## src/hw/rtl/swu_pkg.sv

```systemverilog
// Shared types and constants for the SOM weight vector update block.
// Used by the controller, the datapath and the top level; depends on nothing.
`timescale 1ns / 1ps
`default_nettype none

package swu_pkg;

	localparam int DIMENSIONS_DEF = 64;

	localparam int KIND_W      = 3;
	localparam int DIM_INDEX_W = 6;
	localparam int COORD_W     = 16;
	localparam int RATE_W      = 16;
	localparam int VALUE_W     = 39;
	localparam int ACC_W       = 38;
	localparam int ROOT_W      = ACC_W / 2;
	localparam int REM_W       = ROOT_W + 2;
	localparam int DIFF_W      = COORD_W + 1;
	localparam int PROD_W      = 2 * DIFF_W;
	localparam int DELTA_W     = PROD_W - RATE_W;
	localparam int SUM16_W     = DELTA_W + 1;
	localparam int QSQ_W       = 2 * COORD_W;

	localparam logic [ACC_W-1:0]   ACC_MAX   = '1;
	localparam logic [VALUE_W-1:0] VALUE_MAX = '1;

	typedef enum logic [KIND_W-1:0] {
		KIND_LOAD   = 3'd0,
		KIND_DIST   = 3'd1,
		KIND_UPDATE = 3'd2,
		KIND_ERASE  = 3'd3,
		KIND_QUERY  = 3'd4
	} kind_t;

	typedef struct packed {
		logic accept;
		logic load_wr;
		logic erase;
		logic exec;
		logic exec_upd;
		logic upd_write;
		logic dist_acc;
		logic dist_last;
		logic sqrt_step;
		logic q_start;
		logic q_issue;
		logic emit;
		logic emit_query;
	} swu_cmd_t;

	typedef struct packed {
		logic out_free;
	} swu_stat_t;

	function automatic logic signed [COORD_W-1:0] sat16(input logic signed [SUM16_W-1:0] v);
		logic signed [SUM16_W-1:0] hi;
		logic signed [SUM16_W-1:0] lo;
		hi = SUM16_W'(32767);
		lo = -SUM16_W'(32768);
		if (v > hi) begin
			return 16'sh7FFF;
		end else if (v < lo) begin
			return 16'sh8000;
		end else begin
			return v[COORD_W-1:0];
		end
	endfunction

endpackage

`default_nettype wire

```

## src/hw/rtl/swu_ctrl.sv

```systemverilog
// Controller: sequences each transaction through the datapath.
// Uses swu_pkg for the operation codes and the command and status structs.
`timescale 1ns / 1ps
`default_nettype none

module swu_ctrl import swu_pkg::*; #(
	parameter int DEPTH = DIMENSIONS_DEF,
	localparam int AW = (DEPTH > 1) ? $clog2(DEPTH) : 1,
	localparam int QCW = $clog2(DEPTH + 2)
) (
	input  wire logic              clk,
	input  wire logic              arst_n,
	input  wire logic              in_valid,
	output logic                   in_stall,
	input  wire logic [KIND_W-1:0] kind,
	input  wire logic              last_element,
	input  wire swu_stat_t         stat,
	output swu_cmd_t               cmd,
	output logic [AW-1:0]          q_addr
);

	localparam int SCW = $clog2(ROOT_W);

	typedef enum logic [5:0] {
		ST_IDLE  = 6'b000001,
		ST_EXEC  = 6'b000010,
		ST_WRITE = 6'b000100,
		ST_SQRT  = 6'b001000,
		ST_QUERY = 6'b010000,
		ST_EMIT  = 6'b100000
	} state_t;

	state_t            state_q;
	state_t            state_d;
	logic [KIND_W-1:0] kind_q;
	logic              last_q;
	logic [SCW-1:0]    sq_cnt_q;
	logic [QCW-1:0]    q_cnt_q;
	logic              accept;

	assign in_stall = (state_q != ST_IDLE);
	assign accept   = in_valid && (state_q == ST_IDLE);
	assign q_addr   = q_cnt_q[AW-1:0];

	always_comb begin
		cmd        = '0;
		cmd.accept = accept;
		state_d    = state_q;
		unique case (state_q)
			ST_IDLE: begin
				if (accept) begin
					unique case (kind)
						KIND_LOAD:   cmd.load_wr = 1'b1;
						KIND_ERASE:  cmd.erase = 1'b1;
						KIND_DIST,
						KIND_UPDATE: state_d = ST_EXEC;
						KIND_QUERY: begin
							cmd.q_start = 1'b1;
							state_d     = ST_QUERY;
						end
						default: ;
					endcase
				end
			end
			ST_EXEC: begin
				cmd.exec     = 1'b1;
				cmd.exec_upd = (kind_q == KIND_UPDATE);
				state_d      = ST_WRITE;
			end
			ST_WRITE: begin
				if (kind_q == KIND_UPDATE) begin
					cmd.upd_write = 1'b1;
					state_d       = ST_IDLE;
				end else begin
					cmd.dist_acc  = 1'b1;
					cmd.dist_last = last_q;
					state_d       = last_q ? ST_SQRT : ST_IDLE;
				end
			end
			ST_SQRT: begin
				cmd.sqrt_step = 1'b1;
				if (sq_cnt_q == SCW'(ROOT_W - 1)) begin
					state_d = ST_EMIT;
				end
			end
			ST_QUERY: begin
				// issue reads, then let the last two entries drain
				cmd.q_issue = (q_cnt_q < QCW'(DEPTH));
				if (q_cnt_q == QCW'(DEPTH + 1)) begin
					state_d = ST_EMIT;
				end
			end
			ST_EMIT: begin
				if (stat.out_free) begin
					cmd.emit       = 1'b1;
					cmd.emit_query = (kind_q == KIND_QUERY);
					state_d        = ST_IDLE;
				end
			end
			default: state_d = ST_IDLE;
		endcase
	end

	always_ff @(posedge clk or negedge arst_n) begin
		if (!arst_n) begin
			state_q  <= ST_IDLE;
			sq_cnt_q <= '0;
			q_cnt_q  <= '0;
		end else begin
			state_q <= state_d;
			if (cmd.dist_last) begin
				sq_cnt_q <= '0;
			end else if (cmd.sqrt_step) begin
				sq_cnt_q <= sq_cnt_q + 1'b1;
			end
			if (cmd.q_start) begin
				q_cnt_q <= '0;
			end else if (state_q == ST_QUERY) begin
				q_cnt_q <= q_cnt_q + 1'b1;
			end
		end
	end

	always_ff @(posedge clk) begin
		if (accept) begin
			kind_q <= kind;
			last_q <= last_element;
		end
	end

endmodule

`default_nettype wire

```

## config.mk

```make
export PLATFORM = sky130hd
export DESIGN_NAME = swu_ctrl
export DESIGN_NICKNAME = d
export VERILOG_FILES = /design/src/hw/rtl/swu_pkg.sv /design/src/hw/rtl/swu_ctrl.sv
export SDC_FILE = /design/constraint.sdc
export NUM_CORES = 1
export LEC_CHECK = 0
export ABC_AREA = 1
export BUFFER_PORTS_ARGS = -buffer_cell sky130_fd_sc_hd__buf_2
export CAP_MARGIN = 30
export CORE_MARGIN = 2
export CORE_UTILIZATION = 56
export CTS_BUF_LIST = sky130_fd_sc_hd__clkbuf_4
export DETAILED_ROUTE_END_ITERATION = 12
export PLACE_DENSITY = 0.89
export SLEW_MARGIN = 20
export SYNTH_ARGS = -nofsm -noshare
export SYNTH_HDL_FRONTEND = slang
export SYNTH_SLANG_ARGS = --single-unit
```

## constraint.sdc

```tcl
create_clock -name clk -period 1.6 [get_ports clk]
set_input_delay 0.24 -clock clk [delete_from_list [all_inputs] [get_ports clk]]
set_output_delay 0.24 -clock clk [all_outputs]
set_load 0.01 [all_outputs]
```

Yosys cells after proc, flatten, opt, wreduce, memory -nomap -nowiden
Index checks and enable logic that the tools add are counted.
{"block": "word_totals", "inputBits": 8, "word_cells": 61, "register_bits": 22}
{"block": "classes", "n_reduce_logical": 6, "order_cmp": 1, "muxes": 27, "eq_ne": 20, "n_addsub": 2}
{"op": "6-bit one-hot mux with 6 select lines", "count": 1}
{"op": "6-bit 2-to-1 mux", "count": 4}
{"op": "7-bit 2-to-1 mux", "count": 2}
{"op": "2-bit 2-to-1 mux", "count": 6}
{"op": "6-bit one-hot mux with 2 select lines", "count": 1}
{"op": "5-bit 2-to-1 mux", "count": 2}
{"op": "3-bit by 2-bit equality test with 1-bit output (second input constant)", "count": 3}
{"op": "1-bit 2-to-1 mux", "count": 8}
{"op": "4-bit 2-to-1 mux", "count": 2}
{"op": "2-bit != test (second input constant)", "count": 4}
{"op": "7-bit by 1-bit adder with 7-bit output (second input constant)", "count": 1}
{"op": "7-bit equality test (second input constant)", "count": 1}
{"op": "7-bit less-than comparator (second input constant)", "count": 1}
{"op": "3-bit equality test (second input constant)", "count": 2}
{"op": "6-bit by 1-bit equality test with 1-bit output (second input constant)", "count": 1}
{"op": "6-bit by 2-bit equality test with 1-bit output (second input constant)", "count": 1}
{"op": "6-bit by 3-bit equality test with 1-bit output (second input constant)", "count": 1}
{"op": "6-bit by 4-bit equality test with 1-bit output (second input constant)", "count": 1}
{"op": "6-bit by 5-bit equality test with 1-bit output (second input constant)", "count": 1}
{"op": "6-bit equality test (second input constant)", "count": 1}
{"op": "6-bit by 1-bit != test with 1-bit output (second input constant)", "count": 1}
{"op": "5-bit by 1-bit adder with 5-bit output (second input constant)", "count": 1}
{"op": "5-bit equality test (second input constant)", "count": 1}
{"op": "5-bit AND reduction", "count": 1}
{"op": "7 further kinds", "count": 8}

Depth between registers and ports, before layout
Gate-level depths: netlist of run 1.
{"block": "depth", "word_depth": 5, "mapped_depth": 9, "depth_no_buf": 9}

Least setup slack after synthesis of run 1
No wires, ideal clock.
{"block": "synth_timing", "kind": "register to output", "start": "register state_q[0]", "end": "output port cmd[10] in the netlist's numbering", "arrival_ps": 1325, "setup_slack_ps": 35, "stages_incl_launch_ff": 7, "cell_sequence": "dfstp_2 inv_1 nor2_2 nand3_2 nor2_4 nand2_1 nor2_1"}
{"item": "start: declaration", "line_no": "swu_ctrl.sv:33", "source": "state_t state_q;"}
{"item": "start signal: assignment", "line_no": "swu_ctrl.sv:110", "source": "state_q <= state_d;"}
{"item": "end: declaration", "line_no": "swu_ctrl.sv:18", "source": "output swu_cmd_t cmd,"}

==> results of run 1 <==
cells in the final DEF (no fill, tap or decap), drive strengths merged:
cell type,count
a21oi,6
inv,26
dfrtp,17
clkinv,1
nand3,19
buf,56
a21o,1
dfstp,1
dlygate4sd3,1
edfxtp,4
and3,2
nor4,2
nor2,34
nand4,4
xor2,2
nand3b,1
nand2,32
ha,4
nor3,4
o21ai,9
clkbuf,3
path summary, 6_finish.rpt:
kind	startpoint	endpoint	slack, ns
setup / recovery	state_q[2]	cmd[0]	-0.25
hold / removal	last_element	last_q	0.09
setup reg to reg	state_q[0]	last_q	-0.07
hold reg to reg	sq_cnt_q[3]	sq_cnt_q[3]	0.52
max in group asynchronous	arst_n	state_q[0]	0.89
min in group asynchronous	arst_n	state_q[2]	0.36
state kept, by name, indices dropped and copies added, names as in the netlist:
register,flops
sq_cnt_q,5
state_q,6
q_cnt_q,7
kind_q,3
last_q,1
cells by family after synthesis:
| family | Yosys count | synth area share [%] |
|---|---|---|
| AND/OR/NAND/NOR | 98 | 37.26 |
| adder cells (fa/ha/maj) | 4 | 3.601 |
| XOR/XNOR | 2 | 1.260 |
| flip-flops | 22 | 41.13 |
| buffers and inverters | 33 | 10.80 |
| AO/OA/AOI/OAI | 16 | 5.941 |
metal layers:
layer | global-route usage [%] | vias up
li1 | - | 668
met1 | 29.86 | 712
met2 | 44.72 | 47
met3 | 3.611 | 6
met4 | 6.410 | 0
met5 | 0 | -
synthesized netlist by cell type (all sizes together):
cell type  count  area (µm²)
nand3         19       125.1
o21ai          9       45.04
nand4          4       31.28
a21o           1       7.510
nor2          34       182.7
dfrtp         17       425.4
nand3b         1       7.510
and3           2       12.51
nand2         32       120.1
xor2           2       17.52
ha             4       50.05
nor4           2       18.77
a21oi          6       30.03
buf            7       52.55
edfxtp         4       120.1
inv           26       97.60
nor3           4       20.02
dfstp          1       26.28
per-stage QoR:
step	worst slack [ns]	total power, µW	hold slack [ns]	setup TNS, ns	cell area (µm²)
after global routing	-0.3208	3087	0.07578	-3.850	1942
after global placement	0.08436	1923	0.1959	0	1548
final	-0.2524	2920	0.08727	-2.540	1942
after CTS	-0.2320	2528	0.09794	-1.842	1770
after floorplan	0.03473	1723	-0.05559	0	1390
after detailed placement	0.03327	1963	0.1968	0	1548
report_power, final:
group	total (µW)	leakage [µW]	internal (µW)	switching, µW
combinational	1700	0.000691	786	910
clock	274	0.0000154	91.4	182
sequential	949	0.000272	748	201
total	2920	0.000979	1630	1290
timing repair:
item,CTS,global route
hold buffers,1,0
setup buffers,17,8
pin swaps,9,11
setup endpoints to repair,14,25
hold endpoints to repair,17,0
gates resized for setup,16,28
final cells by class:
cell class	instances	area [µm²]	area share [%]
multi-input combinational	120	762.0	39.24
sequential	22	574.3	29.57
timing repair buffer	57	439.2	22.62
inverter	26	102.6	5.283
tap	30	37.54	1.933
clock buffer	3	22.52	1.160
clock inverter	1	3.754	0.1933
==> summary.txt, run 1 <==
Run status: finished, violations left
Violated checks: setup timing
Instance count after placement with tap cells included: 230
I/O pin cnt: 28
Leakage: 0.0009785 µW
Crit path max fanout: 4
Final antenna-violating net count: 0
Cell count along the critical path: 5
Slew Limit Fails: 0
Remaining max-slew budget at the tightest pin: 71.58%
F_max: 539.9 MHz
All-Layer GR Usage: 24.53%
Share of layout cells above drive strength 1: 42.36%
Maximum vdd drop: 1.289 mV
Number of antenna violations at the first check in global routing: 0
Number of cells on the worst reg-to-reg path: 8
Maximum count of clock buffers along a single path: 2
Core box area: 2410 µm²
Clock Latency Late Sink: 0.32 ns
Worst setup path category: reg -> out
Final net count: 242
Final setup skew: 0.01039 ns
TritonCTS clock tree: done
Slew of the pin with the lowest slew margin: 0.4263 ns
Iteration count of the initial detailed-routing pass: 4
Flip-flop and latch count after synthesis: 22
Synthesized netlist net count: 187
Post-route DRC: 0
Part of the Yosys area used for sequential elements: 41.13%
Count of unique library cells instantiated by Yosys: 26
First DRT Iteration DRCs: 28
Vert. Die Dim: 53.82 µm
Antenna Cells: 0
Synth warn: 0
Max-cap check violation count: 0
FP Rows: 18
Cell area after synthesis: 1390 µm²
Min-Delay Path Depth: 1
Share of the clock period used by the worst path: 115.8%
Cell breakdown of the critical path: nor2_4 -> nand2_2 -> nor4_4 -> and3_1 -> buf_2
Maximum level of the CTS H-tree: 1
Crit-path slowest cell: dfrtp_2
Synthesized instance count: 175
Total wirelength of the detailed-routed design: 4.166 mm
Critical Path AT: 1.61 ns
Post-Layout Cell Count: 259
Wire length of the first global-routing pass: 5.140 mm
Sum of buffers and inverters on the critical path: 1
Clock transition at the register clock pins on the worst setup and hold paths after CTS: 0.13 ns
Synthesis-to-finish area growth: 39.69%
Initial cell density of the core: 57.68%
TritonCTS buffer count: 3
Pin count of the biggest net entering global routing: 19
Final hold violation count: 0
Sink Count: 22
Top layer reached by signal wires: met4
Class of the tightest hold or removal check: in -> reg
Avg Inst Size Synth: 7.943 µm²
Total Die Area: 2897 µm²
Largest delay contributor family on the critical path: simple AND/OR/NAND/NOR gates
Sort of element at the end of the critical path: primary output
Avg Vias per Cell: 5.533
Final Worst Setup Slack: -0.2524 ns
Half-perimeter wire length after placement: 2.113 mm
Layout filler cell count: 153
Worst setup SP type: flip-flop
Clock root buffer: clkbuf_4
Power density cells: 1504 nW/µm²
Routability congestion estimate from global placement: 0.8238
Unrepaired setup endpoints after global routing: yes
Avg WL per Cell: 16.08 µm
Die span in x: 53.82 µm
Port-buffer cells: 27
Routed length on met3: 139 µm
Met1 layer wirelength in the final routing: 1.647 mm
Total number of vias: 1433
GR Overflow Total: 0
Slowest stage delay, CP: 0.45 ns
Required @ worst endpoint: 1.36 ns
Final core occ: 80.58%
Number of setup violations in the final report: 20
Routed length on met2: 2.306 mm
Tmin final: 1.852 ns
Number of global-route vias before repair: 1172
No activity file was read; power rests on OpenSTA's default activity.
==> run 2, diff against run 1 <==
--- a/config.mk
+++ b/config.mk
@@ -5,11 +5,10 @@
 export SDC_FILE = /design/constraint.sdc
 export NUM_CORES = 1
 export LEC_CHECK = 0
-export ABC_AREA = 1
 export BUFFER_PORTS_ARGS = -buffer_cell sky130_fd_sc_hd__buf_2
 export CAP_MARGIN = 30
 export CORE_MARGIN = 2
-export CORE_UTILIZATION = 56
+export CORE_UTILIZATION = 55
 export CTS_BUF_LIST = sky130_fd_sc_hd__clkbuf_4
 export DETAILED_ROUTE_END_ITERATION = 12
 export PLACE_DENSITY = 0.89
==> run 2 against run 1 <==
Clock skew increased by 0.012 ns. Die area shrank 5.8%. Synthesized area decreased by 7.9%. Clock power grew 7.3%. Worst hold slack lost 0.016 ns. Count of clock-buffer cells in the layout is 1 higher. The run still ends with setup timing left. Maximum frequency shrank 13%. Critical endpoint unchanged.
==> summary.txt, run 2 <==
Clock transition at the register clock pins on the worst setup and hold paths after CTS: 0.13 ns
Proportion of register bits with asynchronous set or reset after synthesis: 81.82%
Final setup skew: 0.02266 ns
Largest registers in the final layout: q_cnt_q: 7 flops, state_q: 6 flops, sq_cnt_q: 5 flops
Total Die Area: 2729 µm²
Post-synth top area share: 33.24%
Number of antenna violations at the first check in global routing: 0
Flip-flop count of the largest register after layout: 7
Slew of the pin with the lowest slew margin: 0.5228 ns
Remaining max-slew budget at the tightest pin: 64.83%
First DRT Iteration DRCs: 56
Number of enable-type register cells in the synthesized netlist: 4
Final antenna-violating net count: 0
Crit path max fanout: 2
F_max: 471.8 MHz
Port-buffer cells: 27
Leakage: 0.0008953 µW
Synthesis-to-finish area growth: 47.31%
Core box area: 2212 µm²
Synthesized netlist net count: 140
Worst setup SP type: flip-flop
Wire length of the first global-routing pass: 5.023 mm
Antenna Cells: 0
Initial cell density of the core: 57.86%
Synthesized instance count: 128
Met1 layer wirelength in the final routing: 1.707 mm
Post-Layout Cell Count: 210
Instance count after placement with tap cells included: 188
Avg Inst Size Synth: 10.00 µm²
Final net count: 195
Sort of element at the end of the critical path: primary output
Run status: finished, violations left
Min-Delay Path Depth: 1
Required @ worst endpoint: 1.36 ns
Total number of vias: 1222
Cell area after synthesis: 1280 µm²
Part of the Yosys area used for sequential elements: 44.67%
Unrepaired setup endpoints after global routing: yes
Most numerous cell types in the synthesized netlist: nor2_1 (20), dfrtp_1 (17), xor2_1 (8)
I/O pin cnt: 28
Leading cell types in the layout, fill and taps excluded: buf_2 (22), buf_4 (19), nor2_1 (17)
Routability congestion estimate from global placement: 0.8956
Number of cells on the worst reg-to-reg path: 7
Critical Path AT: 1.88 ns
Top layer reached by signal wires: met4
Reg power frac: 39.2%
Maximum level of the CTS H-tree: 1
Number of setup violations in the final report: 24
Largest register by flop count: q_cnt_q
FP Rows: 17
Sink Count: 22
All-Layer GR Usage: 25.38%
Final worst hold slack: 0.07170 ns
Most used flip-flop cell after synthesis: dfrtp_1
Routed length on met2: 2.072 mm
Flip-flop and latch count after synthesis: 22
Class of the tightest hold or removal check: in -> reg
Switch share: 39.47%
Iteration count of the initial detailed-routing pass: 4
Maximum vdd drop: 1.395 mV
Max-cap check violation count: 0
TritonCTS buffer count: 3
Clock root buffer: clkbuf_4
Final core occ: 85.24%
Avg Vias per Cell: 5.819
GR Overflow Total: 0
Total wirelength of the detailed-routed design: 4.098 mm
Worst setup path category: reg -> out
Half-perimeter wire length after placement: 2.135 mm
Biggest area contributors in the synthesized netlist: dfrtp_1 (33%), edfxtp_1 (9.4%), nor2_1 (5.9%)
Avg WL per Cell: 19.51 µm
Share of the clock period used by the worst path: 132.5%
Count of unique library cells instantiated by Yosys: 37
Post-route DRC: 0
Leading cell type in the layout, fill and taps excluded: buf_2
Switching power of the nets: 939.7 µW
Die span in x: 52.24 µm
Synth warn: 0
Power density cells: 1263 nW/µm²
Layout filler cell count: 115
TritonCTS clock tree: done
Share of layout cells above drive strength 1: 52.75%
Clock Latency Late Sink: 0.33 ns
Most common cell in the synthesized netlist: nor2_1
Final Worst Setup Slack: -0.5194 ns
Part of the total power dissipated in combinational logic: 48.5%
Pin count of the biggest net entering global routing: 19
Routed length on met3: 227 µm
Portion of total power attributed to the clock network: 12.3%
Vert. Die Dim: 52.24 µm
Final hold violation count: 0
Violated checks: setup timing
Number of global-route vias before repair: 1136
Cell type with the highest aggregate area in the netlist: dfrtp_1
Slew Limit Fails: 0
Tmin final: 2.119 ns
Maximum count of clock buffers along a single path: 2
Cell-internal power: 1441 µW
[run 2: power by group through the flow]
stage / Sequential (µW) / Clock [µW] / Combinational, µW
2_1_floorplan: 876 / 0 / 534
6_report: 933 / 294 / 1150
3_5_place_dp: 915 / 0 / 706
3_3_place_gp: 894 / 0 / 683
5_1_grt: 948 / 320 / 1240
4_1_cts: 902 / 284 / 879
[run 2: through the flow]
| stage | total power, µW | area (µm²) | setup slack (ns) | TNS, ns |
|---|---|---|---|---|
| 2_1_floorplan | 1410 | 1289 | -0.03864 | -0.05108 |
| 3_3_place_gp | 1578 | 1499 | 0.04603 | 0 |
| 3_5_place_dp | 1621 | 1499 | 0.008448 | 0 |
| 4_1_cts | 2064 | 1675 | -0.2990 | -3.638 |
| 5_1_grt | 2511 | 1886 | -0.5319 | -6.646 |
| 6_report | 2381 | 1886 | -0.5194 | -5.865 |
[run 2: kinds of logic after synthesis]
| family | share of synthesized area [%] |
|---|---|
| AO/OA/AOI/OAI | 8.310 |
| XOR/XNOR | 7.527 |
| adder cells (fa/ha/maj) | 3.910 |
| buffers and inverters | 5.963 |
| flip-flops | 44.67 |
| AND/OR/NAND/NOR | 29.62 |
[run 2: routing by layer]
layer / vias up / track usage (%)
li1: 547 / -
met1: 607 / 31.03
met2: 56 / 43.88
met3: 12 / 5.714
met4: 0 / 8.974
met5: - / 0
[run 2: cell type report]
cell class | instances | area [µm²] | share of cell area, %
Multi-Input combinational cell | 93 | 774.5 | 41.07
Sequential cell | 22 | 575.6 | 30.52
Timing Repair Buffer | 58 | 451.7 | 23.95
Tap cell | 28 | 35.03 | 1.858
Clock buffer | 4 | 30.03 | 1.593
Inverter | 5 | 18.77 | 0.9954
[run 2: what timing repair did]
item | CTS | global route
gates cloned | 0 | 0
buffers inserted | 11 | 14
pin swaps | 9 | 15
endpoints found under the hold margin | 17 | 0
gates resized for setup | 16 | 35
endpoints found under the setup margin | 16 | 29
hold buffers | 1 | 0
[run 2: path summary, 6_finish.rpt]
kind	startpoint	to	slack (ns)
setup / recovery	state_q[2]	cmd[0]	-0.52
hold reg to reg	sq_cnt_q[4]	sq_cnt_q[4]	0.59
setup reg to reg	state_q[2]	q_cnt_q[6]	-0.30
min in group asynchronous	arst_n	sq_cnt_q[2]	0.34
max in group asynchronous	arst_n	state_q[1]	0.91
hold / removal	last_element	last_q	0.07
[run 2: worst max-delay path, stage by stage, from the launching register on]
cell and delay, ns:
dfrtp_2 0.47, nor4_4 0.35, nand3b_1 0.18, nor2_2 0.19, and3_1 0.21, buf_2 0.14
