--- src/hw/rtl/swu_pkg.sv ---
// Shared types and constants for the SOM weight vector update block.
// Used by the controller, the datapath and the top level; depends on nothing.
`timescale 1ns / 1ps
`default_nettype none

package swu_pkg;

	localparam int DIMENSIONS_DEF = 64;

	localparam int KIND_W      = 3;
	localparam int DIM_INDEX_W = 6;
	localparam int COORD_W     = 16;
	localparam int RATE_W      = 16;
	localparam int VALUE_W     = 39;
	localparam int ACC_W       = 38;
	localparam int ROOT_W      = ACC_W / 2;
	localparam int REM_W       = ROOT_W + 2;
	localparam int DIFF_W      = COORD_W + 1;
	localparam int PROD_W      = 2 * DIFF_W;
	localparam int DELTA_W     = PROD_W - RATE_W;
	localparam int SUM16_W     = DELTA_W + 1;
	localparam int QSQ_W       = 2 * COORD_W;

	localparam logic [ACC_W-1:0]   ACC_MAX   = '1;
	localparam logic [VALUE_W-1:0] VALUE_MAX = '1;

	typedef enum logic [KIND_W-1:0] {
		KIND_LOAD   = 3'd0,
		KIND_DIST   = 3'd1,
		KIND_UPDATE = 3'd2,
		KIND_ERASE  = 3'd3,
		KIND_QUERY  = 3'd4
	} kind_t;

	typedef struct packed {
		logic accept;
		logic load_wr;
		logic erase;
		logic exec;
		logic exec_upd;
		logic upd_write;
		logic dist_acc;
		logic dist_last;
		logic sqrt_step;
		logic q_start;
		logic q_issue;
		logic emit;
		logic emit_query;
	} swu_cmd_t;

	typedef struct packed {
		logic out_free;
	} swu_stat_t;

	function automatic logic signed [COORD_W-1:0] sat16(input logic signed [SUM16_W-1:0] v);
		logic signed [SUM16_W-1:0] hi;
		logic signed [SUM16_W-1:0] lo;
		hi = SUM16_W'(32767);
		lo = -SUM16_W'(32768);
		if (v > hi) begin
			return 16'sh7FFF;
		end else if (v < lo) begin
			return 16'sh8000;
		end else begin
			return v[COORD_W-1:0];
		end
	endfunction

endpackage

`default_nettype wire

--- src/hw/rtl/swu_ram.sv ---
// Generic simple dual-port RAM: one write port, one read port with registered data.
// Stand-alone; no package needed.
`timescale 1ns / 1ps
`default_nettype none

module swu_ram #(
	parameter int WIDTH = 16,
	parameter int DEPTH = 64,
	localparam int AW = (DEPTH > 1) ? $clog2(DEPTH) : 1
) (
	input  wire logic             clk,
	input  wire logic             we,
	input  wire logic [AW-1:0]    waddr,
	input  wire logic [WIDTH-1:0] wdata,
	input  wire logic             re,
	input  wire logic [AW-1:0]    raddr,
	output logic      [WIDTH-1:0] rdata
);

	logic [WIDTH-1:0] mem_q [DEPTH];

	always_ff @(posedge clk) begin
		if (we) begin
			mem_q[waddr] <= wdata;
		end
		if (re) begin
			rdata <= mem_q[raddr];
		end
	end

endmodule

`default_nettype wire

--- src/hw/rtl/swu_datapath.sv ---
// Datapath: coordinate and offset memories, shared multiplier, accumulator,
// bit-serial square root, offset query pipeline and output register. Uses swu_pkg, swu_ram.
`timescale 1ns / 1ps
`default_nettype none

module swu_datapath import swu_pkg::*; #(
	parameter int DEPTH = DIMENSIONS_DEF,
	localparam int AW = (DEPTH > 1) ? $clog2(DEPTH) : 1
) (
	input  wire logic                      clk,
	input  wire logic                      arst_n,
	input  wire swu_cmd_t                  cmd,
	output swu_stat_t                      stat,
	input  wire logic [AW-1:0]             q_addr,
	input  wire logic [DIM_INDEX_W-1:0]    dim_index,
	input  wire logic signed [COORD_W-1:0] coord_value,
	input  wire logic [RATE_W-1:0]         learn_rate,
	input  wire logic                      out_stall,
	output logic                           out_valid,
	output logic [VALUE_W-1:0]             value,
	output logic                           is_offset_sum
);

	localparam logic [DIM_INDEX_W:0] DEPTH_V = (DIM_INDEX_W + 1)'(DEPTH);

	// latched transaction fields
	logic [DIM_INDEX_W-1:0]    idx_q;
	logic                      idx_ok_q;
	logic signed [COORD_W-1:0] point_q;
	logic [RATE_W-1:0]         rate_q;
	logic                      idx_ok_in;

	// memories
	logic                      coord_we;
	logic [AW-1:0]             coord_waddr;
	logic [COORD_W-1:0]        coord_wdata;
	logic [COORD_W-1:0]        coord_rdata;
	logic                      off_we;
	logic [COORD_W-1:0]        off_rdata;
	logic                      rd_en;
	logic [AW-1:0]             rd_addr;
	logic [DEPTH-1:0]          off_vld_q;
	logic                      off_vld_rd_q;
	logic signed [COORD_W-1:0] coord_rd;
	logic signed [COORD_W-1:0] off_rd;

	// element arithmetic
	logic signed [DIFF_W-1:0]  d_dist;
	logic signed [DIFF_W-1:0]  d_upd;
	logic signed [DIFF_W-1:0]  mul_a;
	logic signed [DIFF_W-1:0]  mul_b;
	logic signed [PROD_W-1:0]  mul_p;
	logic signed [PROD_W-1:0]  prod_q;
	logic signed [DELTA_W-1:0] delta;
	logic signed [SUM16_W-1:0] coord_sum;
	logic signed [SUM16_W-1:0] off_sum;
	logic signed [COORD_W-1:0] coord_new;
	logic signed [COORD_W-1:0] off_new;
	logic [ACC_W:0]            acc_sum;
	logic [ACC_W-1:0]          acc_next;
	logic [ACC_W-1:0]          acc_q;

	// square root
	logic [ACC_W-1:0]          rt_x_q;
	logic [REM_W-1:0]          rt_rem_q;
	logic [ROOT_W-1:0]         rt_root_q;
	logic [REM_W+1:0]          rt_cat;
	logic [REM_W+1:0]          rt_trial;
	logic [REM_W+1:0]          rt_diff;

	// offset query
	logic                      qv_s1;
	logic                      qv_s2;
	logic signed [QSQ_W-1:0]   qsq;
	logic [QSQ_W-1:0]          qsq_s2;
	logic [VALUE_W:0]          qsum_next;
	logic [VALUE_W-1:0]        qsum_q;

	// output register
	logic                      out_valid_q;
	logic [VALUE_W-1:0]        value_q;
	logic                      is_off_q;

	assign idx_ok_in = {1'b0, dim_index} < DEPTH_V;

	always_ff @(posedge clk) begin
		if (cmd.accept) begin
			idx_q    <= dim_index;
			idx_ok_q <= idx_ok_in;
			point_q  <= coord_value;
			rate_q   <= learn_rate;
		end
	end

	// memory ports
	assign rd_en   = cmd.accept || cmd.q_issue;
	assign rd_addr = cmd.q_issue ? q_addr : dim_index[AW-1:0];

	always_comb begin
		if (cmd.load_wr) begin
			coord_we    = idx_ok_in;
			coord_waddr = dim_index[AW-1:0];
			coord_wdata = coord_value;
		end else begin
			coord_we    = cmd.upd_write && idx_ok_q;
			coord_waddr = idx_q[AW-1:0];
			coord_wdata = coord_new;
		end
	end

	assign off_we = cmd.upd_write && idx_ok_q;

	swu_ram #(.WIDTH(COORD_W), .DEPTH(DEPTH)) u_coord_ram (
		.clk   (clk),
		.we    (coord_we),
		.waddr (coord_waddr),
		.wdata (coord_wdata),
		.re    (rd_en),
		.raddr (rd_addr),
		.rdata (coord_rdata)
	);

	swu_ram #(.WIDTH(COORD_W), .DEPTH(DEPTH)) u_offset_ram (
		.clk   (clk),
		.we    (off_we),
		.waddr (idx_q[AW-1:0]),
		.wdata (off_new),
		.re    (rd_en),
		.raddr (rd_addr),
		.rdata (off_rdata)
	);

	// an offset entry not written since the last erase reads as zero
	always_ff @(posedge clk or negedge arst_n) begin
		if (!arst_n) begin
			off_vld_q <= '0;
		end else if (cmd.erase) begin
			off_vld_q <= '0;
		end else if (off_we) begin
			off_vld_q[idx_q[AW-1:0]] <= 1'b1;
		end
	end

	always_ff @(posedge clk) begin
		if (rd_en) begin
			off_vld_rd_q <= off_vld_q[rd_addr];
		end
	end

	assign coord_rd = coord_rdata;
	assign off_rd   = off_vld_rd_q ? off_rdata : '0;

	// shared multiplier: squared difference or rate times difference
	assign d_dist = {coord_rd[COORD_W-1], coord_rd} - {point_q[COORD_W-1], point_q};
	assign d_upd  = {point_q[COORD_W-1], point_q} - {coord_rd[COORD_W-1], coord_rd};
	assign mul_a  = cmd.exec_upd ? $signed({1'b0, rate_q}) : d_dist;
	assign mul_b  = cmd.exec_upd ? d_upd : d_dist;
	assign mul_p  = mul_a * mul_b;

	always_ff @(posedge clk) begin
		if (cmd.exec) begin
			// an out-of-range distance element adds nothing
			prod_q <= (cmd.exec_upd || idx_ok_q) ? mul_p : '0;
		end
	end

	// arithmetic shift floors toward minus infinity
	assign delta     = prod_q[PROD_W-1:RATE_W];
	assign coord_sum = {{(SUM16_W - COORD_W){coord_rd[COORD_W-1]}}, coord_rd}
		+ {delta[DELTA_W-1], delta};
	assign off_sum   = {{(SUM16_W - COORD_W){off_rd[COORD_W-1]}}, off_rd}
		+ {delta[DELTA_W-1], delta};
	assign coord_new = sat16(coord_sum);
	assign off_new   = sat16(off_sum);

	assign acc_sum  = {1'b0, acc_q} + (ACC_W + 1)'(prod_q[PROD_W-2:0]);
	assign acc_next = acc_sum[ACC_W] ? ACC_MAX : acc_sum[ACC_W-1:0];

	always_ff @(posedge clk or negedge arst_n) begin
		if (!arst_n) begin
			acc_q <= '0;
		end else if (cmd.dist_acc) begin
			acc_q <= cmd.dist_last ? '0 : acc_next;
		end
	end

	// square root, one result bit per step
	assign rt_cat   = {rt_rem_q, rt_x_q[ACC_W-1 -: 2]};
	assign rt_trial = (REM_W + 2)'({rt_root_q, 2'b01});
	assign rt_diff  = rt_cat - rt_trial;

	always_ff @(posedge clk) begin
		if (cmd.dist_acc && cmd.dist_last) begin
			rt_x_q    <= acc_next;
			rt_rem_q  <= '0;
			rt_root_q <= '0;
		end else if (cmd.sqrt_step) begin
			rt_x_q <= {rt_x_q[ACC_W-3:0], 2'b00};
			if (rt_cat >= rt_trial) begin
				rt_rem_q  <= rt_diff[REM_W-1:0];
				rt_root_q <= {rt_root_q[ROOT_W-2:0], 1'b1};
			end else begin
				rt_rem_q  <= rt_cat[REM_W-1:0];
				rt_root_q <= {rt_root_q[ROOT_W-2:0], 1'b0};
			end
		end
	end

	// offset query: read, square, accumulate
	assign qsq       = off_rd * off_rd;
	assign qsum_next = {1'b0, qsum_q} + (VALUE_W + 1)'(qsq_s2);

	always_ff @(posedge clk or negedge arst_n) begin
		if (!arst_n) begin
			qv_s1 <= 1'b0;
			qv_s2 <= 1'b0;
		end else begin
			qv_s1 <= cmd.q_issue;
			qv_s2 <= qv_s1;
		end
	end

	always_ff @(posedge clk) begin
		qsq_s2 <= qsq;
		if (cmd.q_start) begin
			qsum_q <= '0;
		end else if (qv_s2) begin
			qsum_q <= qsum_next[VALUE_W] ? VALUE_MAX : qsum_next[VALUE_W-1:0];
		end
	end

	// output register
	always_ff @(posedge clk or negedge arst_n) begin
		if (!arst_n) begin
			out_valid_q <= 1'b0;
		end else if (cmd.emit) begin
			out_valid_q <= 1'b1;
		end else if (!out_stall) begin
			out_valid_q <= 1'b0;
		end
	end

	always_ff @(posedge clk) begin
		if (cmd.emit) begin
			value_q  <= cmd.emit_query ? qsum_q : VALUE_W'(rt_root_q);
			is_off_q <= cmd.emit_query;
		end
	end

	assign stat.out_free  = !out_valid_q || !out_stall;
	assign out_valid      = out_valid_q;
	assign value          = value_q;
	assign is_offset_sum  = is_off_q;

endmodule

`default_nettype wire

--- config.mk ---
export PLATFORM = sky130hd
export DESIGN_NAME = swu_datapath
export DESIGN_NICKNAME = d
export VERILOG_FILES = /design/src/hw/rtl/swu_pkg.sv /design/src/hw/rtl/swu_ram.sv /design/src/hw/rtl/swu_datapath.sv
export SDC_FILE = /design/constraint.sdc
export NUM_CORES = 2
export LEC_CHECK = 0
export ABC_CLOCK_PERIOD_IN_PS = 9800
export BUFFER_PORTS_ARGS = -buffer_cell sky130_fd_sc_hd__buf_2
export CAP_MARGIN = 10
export CORE_ASPECT_RATIO = 0.75
export CORE_MARGIN = 2
export CORE_UTILIZATION = 24
export CTS_CLUSTER_SIZE = 12
export DETAILED_ROUTE_END_ITERATION = 7
export PLACE_DENSITY_LB_ADDON = 0.2
export RECOVER_POWER = 25
export SETUP_SLACK_MARGIN = 0.05
export SYNTH_ARGS = -nofsm -noshare
export SYNTH_HDL_FRONTEND = slang
export SYNTH_HIERARCHICAL = 1
export SYNTH_SLANG_ARGS = --single-unit
export TNS_END_PERCENT = 30
--- constraint.sdc ---
create_clock -name clk -period 9.8 [get_ports clk]
set_input_delay 1.96 -clock clk [delete_from_list [all_inputs] [get_ports clk]]
set_output_delay 1.96 -clock clk [all_outputs]
set_load 0.05 [all_outputs]
# ---- Word-level counts from Yosys, hierarchy flattened
# Memory sizes are Yosys's and may differ from the RTL's. A register that Yosys moved wholly into a read port is not among the register bits.
# Cells that the tools add are included.
dict set report totals {
  ff_bits 367
  word_cells 78
  ram_bits 2048
  input_bits 60
  mem_count 2
}
# name words word_bits rd rd_ports_with_merged_regs wr line
set mem_list {}
lappend mem_list {u_coord_ram.mem_q 64 16 1 1 1 swu_ram.sv:20} ;# logic [WIDTH-1:0] mem_q [DEPTH];
lappend mem_list {u_offset_ram.mem_q 64 16 1 1 1 swu_ram.sv:20}
dict set report classes {
  n_mul 2
  n_bitwise 1
  eq_ne 1
  reduce_logical 8
  muxes 31
  addsub 7
  magnitude_cmp 8
}
# cell count
set ops {}
lappend ops {{$mux W38} 4}
lappend ops {{$mux W64} 2}
lappend ops {{$mux W16} 6}
lappend ops {{$or A64 B64 Y64} 1}
lappend ops {{$add A39 B32 Y40} 1}
lappend ops {{$add A38 B33 Y39} 1}
lappend ops {{$mux W39} 1}
lappend ops {{$add A16 B18 Y19} 2}
lappend ops {{$gt A19 B16 Y1 const B} 2}
lappend ops {{$lt A19 B16 Y1 const B} 2}
lappend ops {{$mul A17 B17 Y34} 1}
lappend ops {{$mux W17} 2}
lappend ops {{$sub A16 B16 Y17} 2}
lappend ops {{$mul A16 B16 Y32} 1}
lappend ops {{$ge A23 B21 Y1} 1}
lappend ops {{$mux W21} 1}
lappend ops {{$sub A21 B21 Y21} 1}
lappend ops {{$mux W19} 1}
lappend ops {{$lt A6 B7 Y1 const B} 2}
lappend ops {{$mux W6} 2}
lappend ops {{$mux W1} 10}
lappend ops {{$bmux W1 S6} 1}
lappend ops {{$demux W1 S6} 1}
lappend ops {{$ge A6 B1 Y1 const B} 1}
lappend ops {{other kinds (5)} 9}

# ---- Depth between registers and ports, before layout
dict set report logic_depth {
  depth_word 7
  ltp_mapped 37
}

# ---- Cells and area by module
# The synthesis kept the hierarchy.
# mod n_inst cells_each area_each_um2
set modules_own_cells {}
lappend modules_own_cells {swu_ram 2 1829 40202.3}
lappend modules_own_cells {swu_datapath 1 4565 41549.8}

# ---- Least setup slack after synthesis
# No wires, ideal clock.
dict set report synth_timing {
  path_type {in2reg}
  startpoint {input port cmd[8] (netlist bit)}
  endpoint {register prod_q[33], data pin}
  setup_time_ps 260
  n_path_buf 3
  t_required_ps 9540
  path_slack_ps 896
  t_arrival_ps 8644
  stages 26
  cell_sequence {buf_1 -> buf_1 -> a21oi_1 -> xor2_1 -> clkbuf_1 -> nand2_1 -> fa_1 -> inv_1 -> fa_1 -> inv_1 -> fa_1 -> fa_1 -> fa_1 -> inv_1 -> fa_1 -> ha_1 -> a21o_1 -> a21o_1 -> a21oi_1 -> o31ai_1 -> a311o_1 -> and3b_1 -> o41ai_2 -> o21ai_0 -> a21oi_1 -> xnor2_1}
}
dict set report synth_via {
  elab_chain_len 2
}
# item line
set synth_lines {}
lappend synth_lines {{start, declared} swu_datapath.sv:12} ;# input wire swu_cmd_t cmd,
lappend synth_lines {{$mux W17 (on tied branches)} {swu_datapath.sv:156, swu_datapath.sv:157}}
lappend synth_lines {{$mul A17 B17 Y34 (*)} swu_datapath.sv:158} ;# assign mul_p = mul_a * mul_b;
lappend synth_lines {{via mul_p[33]} swu_datapath.sv:52} ;# logic signed [PROD_W-1:0] mul_p;
lappend synth_lines {{end signal, assigned} swu_datapath.sv:163} ;# prod_q <= (cmd.exec_upd || idx_ok_q) ? mul_p : '0;
lappend synth_lines {{end, declared} swu_datapath.sv:53} ;# logic signed [PROD_W-1:0] prod_q;
# The timed path passes the listed nets; every way through them passes the cells marked *.
# A chain may end at the register's enable or synchronous reset.

# ---- Worst setup path after layout
dict set report layout_timing {
  startpoint {register u_coord_ram.rdata[1] (read register of u_coord_ram.mem_q)}
  endpoint {register prod_q[33], data pin}
}
dict set report layout_via {
  elab_chain_len 3
}
# item line
set layout_lines {}
lappend layout_lines {{start, declared} swu_ram.sv:17} ;# output logic [WIDTH-1:0] rdata
lappend layout_lines {{$sub A16 B16 Y17 (on tied branches)} {swu_datapath.sv:154, swu_datapath.sv:155}}
lappend layout_lines {{$mux W17 (on tied branches)} {swu_datapath.sv:156, swu_datapath.sv:157}}
lappend layout_lines {{$mul A17 B17 Y34 (*)} swu_datapath.sv:158}
lappend layout_lines {{via mul_p[33]} swu_datapath.sv:52}
# Marks and branches as above.

==> summary.md <==
| Metric | Value |
|---|---|
| Outcome | `finished with violations` |
| Failing checks | `max-capacitance violations, max-slew violations` |
| Cts hold-fix bufs | `0` |
| CTS buffer count | `270` |
| Dpl hpwl | `around 240 mm` |
| Row Count | `226` |
| Port Buffers | `101` |
| Post-synth top flop | `edfxtp_1` |
| Initial antenna violation count | `37` |
| Chip width | `827.1 um` |
| Iteration-0 DRC Markers | `7,053` |
| Crit path max fanout | `15` |
| Final #Nets | `9,408` |
| Post-synth ARST share | `4.293%` |
| Insertion delay to the later sink of the worst-skew pair | `880 ps` |
| Gr usage total | `13.75%` |
| Fmax | `0.1075 GHz` |
| Synth Instances | `about 8,200` |
| CP startpoint kind | `flop` |
| Yosys warning count | `6` |
| Total nets after synthesis | `9,143` |
| CTS H-tree lvls | `5` |
| Max clock buf depth | `4` |
| Yosys reg bits | `between 2,000 and 2,500` |
| GRT Residual Overflow | `0` |
| Metal-1 WL | `between 150 and 200 mm` |
| HP Class | `flop to flop` |
| Max-Slew Margin vs Limit | `-180.7%` |
| Family with the most delay on the worst path | `adder cells` |
| WL met3 | `23.74 mm` |
| Share of layout cells above drive strength 1 | `roughly 14%` |
| Crit path required time | `10,350 ps` |
| First-pass GRT wire length | `522.1 mm` |
| Sinks on Clock Net | `2,446` |
| Netlist Area Pre-Place | `122,000 um2` |
| Max Slew Vio Count | `481` |
| Synth Area in Simple Gates | `6.533%` |
| Remaining DRCs | `0` |
| Die Y-Extent | `621.3 um` |
| Avg Vias per Cell | `around 4.6` |
| Largest net degree at the start of global routing | `97` |
| Commonest non-fill, non-tap cell in the layout | `edfxtp_1` |
| Slowest cell on crit path | `a2111oi_0` |
| TritonRoute pass-1 iters | `6` |
| Vias in the first global route | `72,480` |
| Worst path bufs/invs | `4` |
| Critical Path Stages | `32` |
| Count of cell types in the netlist | `between 90 and 100` |
| Root buf cell | `clkbuf_16` |
| FF-to-FF path depth | `32` |
| Post-Syn Area per Cell | `14.83 um2` |
| Setup TNS | `0 ps` |
| Hold Path Depth | `0` |
| I/O Pins | `about 100` |
| Min Tclk post-route | `9302 ps` |
| EDFF count, synth | `between 2,000 and 2,500` |
| Mux share of post-synthesis cell area | `10.72%` |
| WL met2 | `156.0 mm` |
| Clk pin slew, worst setup/hold paths | `70 ps` |
| Most frequent cells in the layout | `edfxtp_1 (2,231), inv_1 (727), nand2_1 (559)` |
| CP Data Arrival Time | `9850 ps` |
| CORE AREA | `505,600 um2` |
| DIE AREA | `513,900 um2` |
| Cell mode on critical path | `fa_1` |
| Top Metal Used | `met5` |
| Largest family of logic cells by synthesized area | `adder cells` |
| Mean routed wirelength per cell | `23.44 um` |
| Layout Skew | `94.24 ps` |
| CP max stage delay | `560 ps` |
| Period Utilization, post-route | `94.92%` |
| Sequential area share after synthesis | `58.89%` |
| Layout area overhead | `14.09%` |
| Routed via count | `between 70,000 and 80,000` |
| GP Congestion | `0.8477` |
| Worst-margin pin slew | `4210 ps` |
| Crit Path Class | `flop to flop` |
| Starting Density | `24.12%` |
| Max cap viols | `11` |
| Antenna Nets Post-Route | `0` |
| RSZ-0062 raised after global routing | `no` |
| Compound-Gate Fraction of Synth Area | `under 10%` |
| WL final | `360.9 mm` |
| Post-Synth XOR/XNOR Area | `1.408%` |
| Final setup fails | `0` |
| Final Hold Violating Endpoints | `0` |
| Post-Synth Adder-Cell Area | `between 10% and 20%` |
| Crit path capture type | `flop` |
| CTS tree | `yes` |
## sequential cells by signal, summed over array words and instances, names as in the netlist, 34 cells and up
name / flops
prod_q: 34
value: 39
u_coord_ram/mem_q: 1024
acc_q: 38
u_offset_ram/mem_q: 1024
qsum_q: 39
rt_x_q: 38
off_vld_q: 64
## synthesized netlist by cell type (47+ instances only)
cell type | n | area [um2]
a211oi_1 | 60 | 450.4
a21o_1 | 94 | 705.7
a21oi_1 | 309 | 1546
a22oi_1 | 79 | 593.1
a31oi_1 | 47 | 294.0
and2_1 | 85 | 531.8
and3_1 | 98 | 613.1
buf_2 | 83 | 415.4
clkbuf_1 | 195 | 732.0
dfrtp_1 | 105 | 2628
dfxtp_1 | 110 | 2202
edfxtp_1 | 2231 | 66990
fa_1 | 539 | 10790
ha_1 | 321 | 4016
inv_1 | 730 | 2740
mux2_2 | 65 | 732.0
mux2i_1 | 215 | 2152
mux4_2 | 443 | 9977
nand2_1 | 560 | 2102
nand2b_1 | 60 | 375.4
nand3_1 | 75 | 375.4
nor2_1 | 564 | 2117
nor2b_1 | 104 | 650.6
nor3_1 | 51 | 255.2
o21ai_0 | 192 | 960.9
xnor2_1 | 130 | 1139
xor2_1 | 66 | 578.1
## cell families after synthesis
family          after synthesis
compound gates             1152
flops                      2446
buf+inv                    1113
mux                         731
fa+ha+maj                   860
xor+xnor                    196
simple gates               1725
## per-layer routing
metal / track usage [%] / up-vias
met4: 2.643 / 8
li1: - / 30900
met3: 2.366 / 376
met5: 0 / -
met2: 20.48 / 2060
met1: 20.94 / 37330
## area by class of cell
class / instances / area, um2
Antenna cell: 13 / 32.53
Clock buffer: 361 / 7286
Clock inverter: 79 / 579.3
Fill cell: 51270 / 366500
Inverter: 732 / 2770
Multi-Input combinational cell: 4664 / 45740
Sequential cell: 2446 / 71830
Tap cell: 6726 / 8416
Timing Repair Buffer: 374 / 2481
## what timing repair did
action / 4_1_cts / 5_1_grt
gates resized for setup: 0 / 5
hold endpoints to repair: 0 / 0
setup endpoints to repair: 0 / 6
setup buffers: 0 / 2
## worst paths after layout
| path | start | end | slack [ps] |
|---|---|---|---|
| setup reg to reg | u_coord_ram/rdata[1]$_DFFE_PP_ | prod_q[33]$_DFFE_PP_ | 500 |
| min in group asynchronous | arst_n | out_valid$_DFFE_PN0P_ | 2140 |
| max in group asynchronous | arst_n | off_vld_q[35]$_DFFE_PN0P_ | 2450 |
| setup / recovery | u_coord_ram/rdata[1]$_DFFE_PP_ | prod_q[33]$_DFFE_PP_ | 500 |
| hold reg to reg | qv_s1$_DFF_PN0_ | qv_s2$_DFF_PN0_ | 470 |
| hold / removal | qv_s1$_DFF_PN0_ | qv_s2$_DFF_PN0_ | 470 |
## per-stage QoR
step                      hold WS (ps)  std cells  worst slack (ps)  area, um2  utilization (%)
after CTS                        467.4      15380             190.9     139300            27.55
after global routing             477.8      15380             55.13     139100            27.51
final                            466.4      15400             497.9     139100            27.52
after global placement           452.9      14930             141.4     131400            25.99
after floorplan                  331.2       8223             896.4     122000                -
after detailed placement         441.1      14940             119.8     131400            25.99
Power is not shown: default switching activity piles up to over one toggle a cycle in this logic, so the estimate is an artifact.
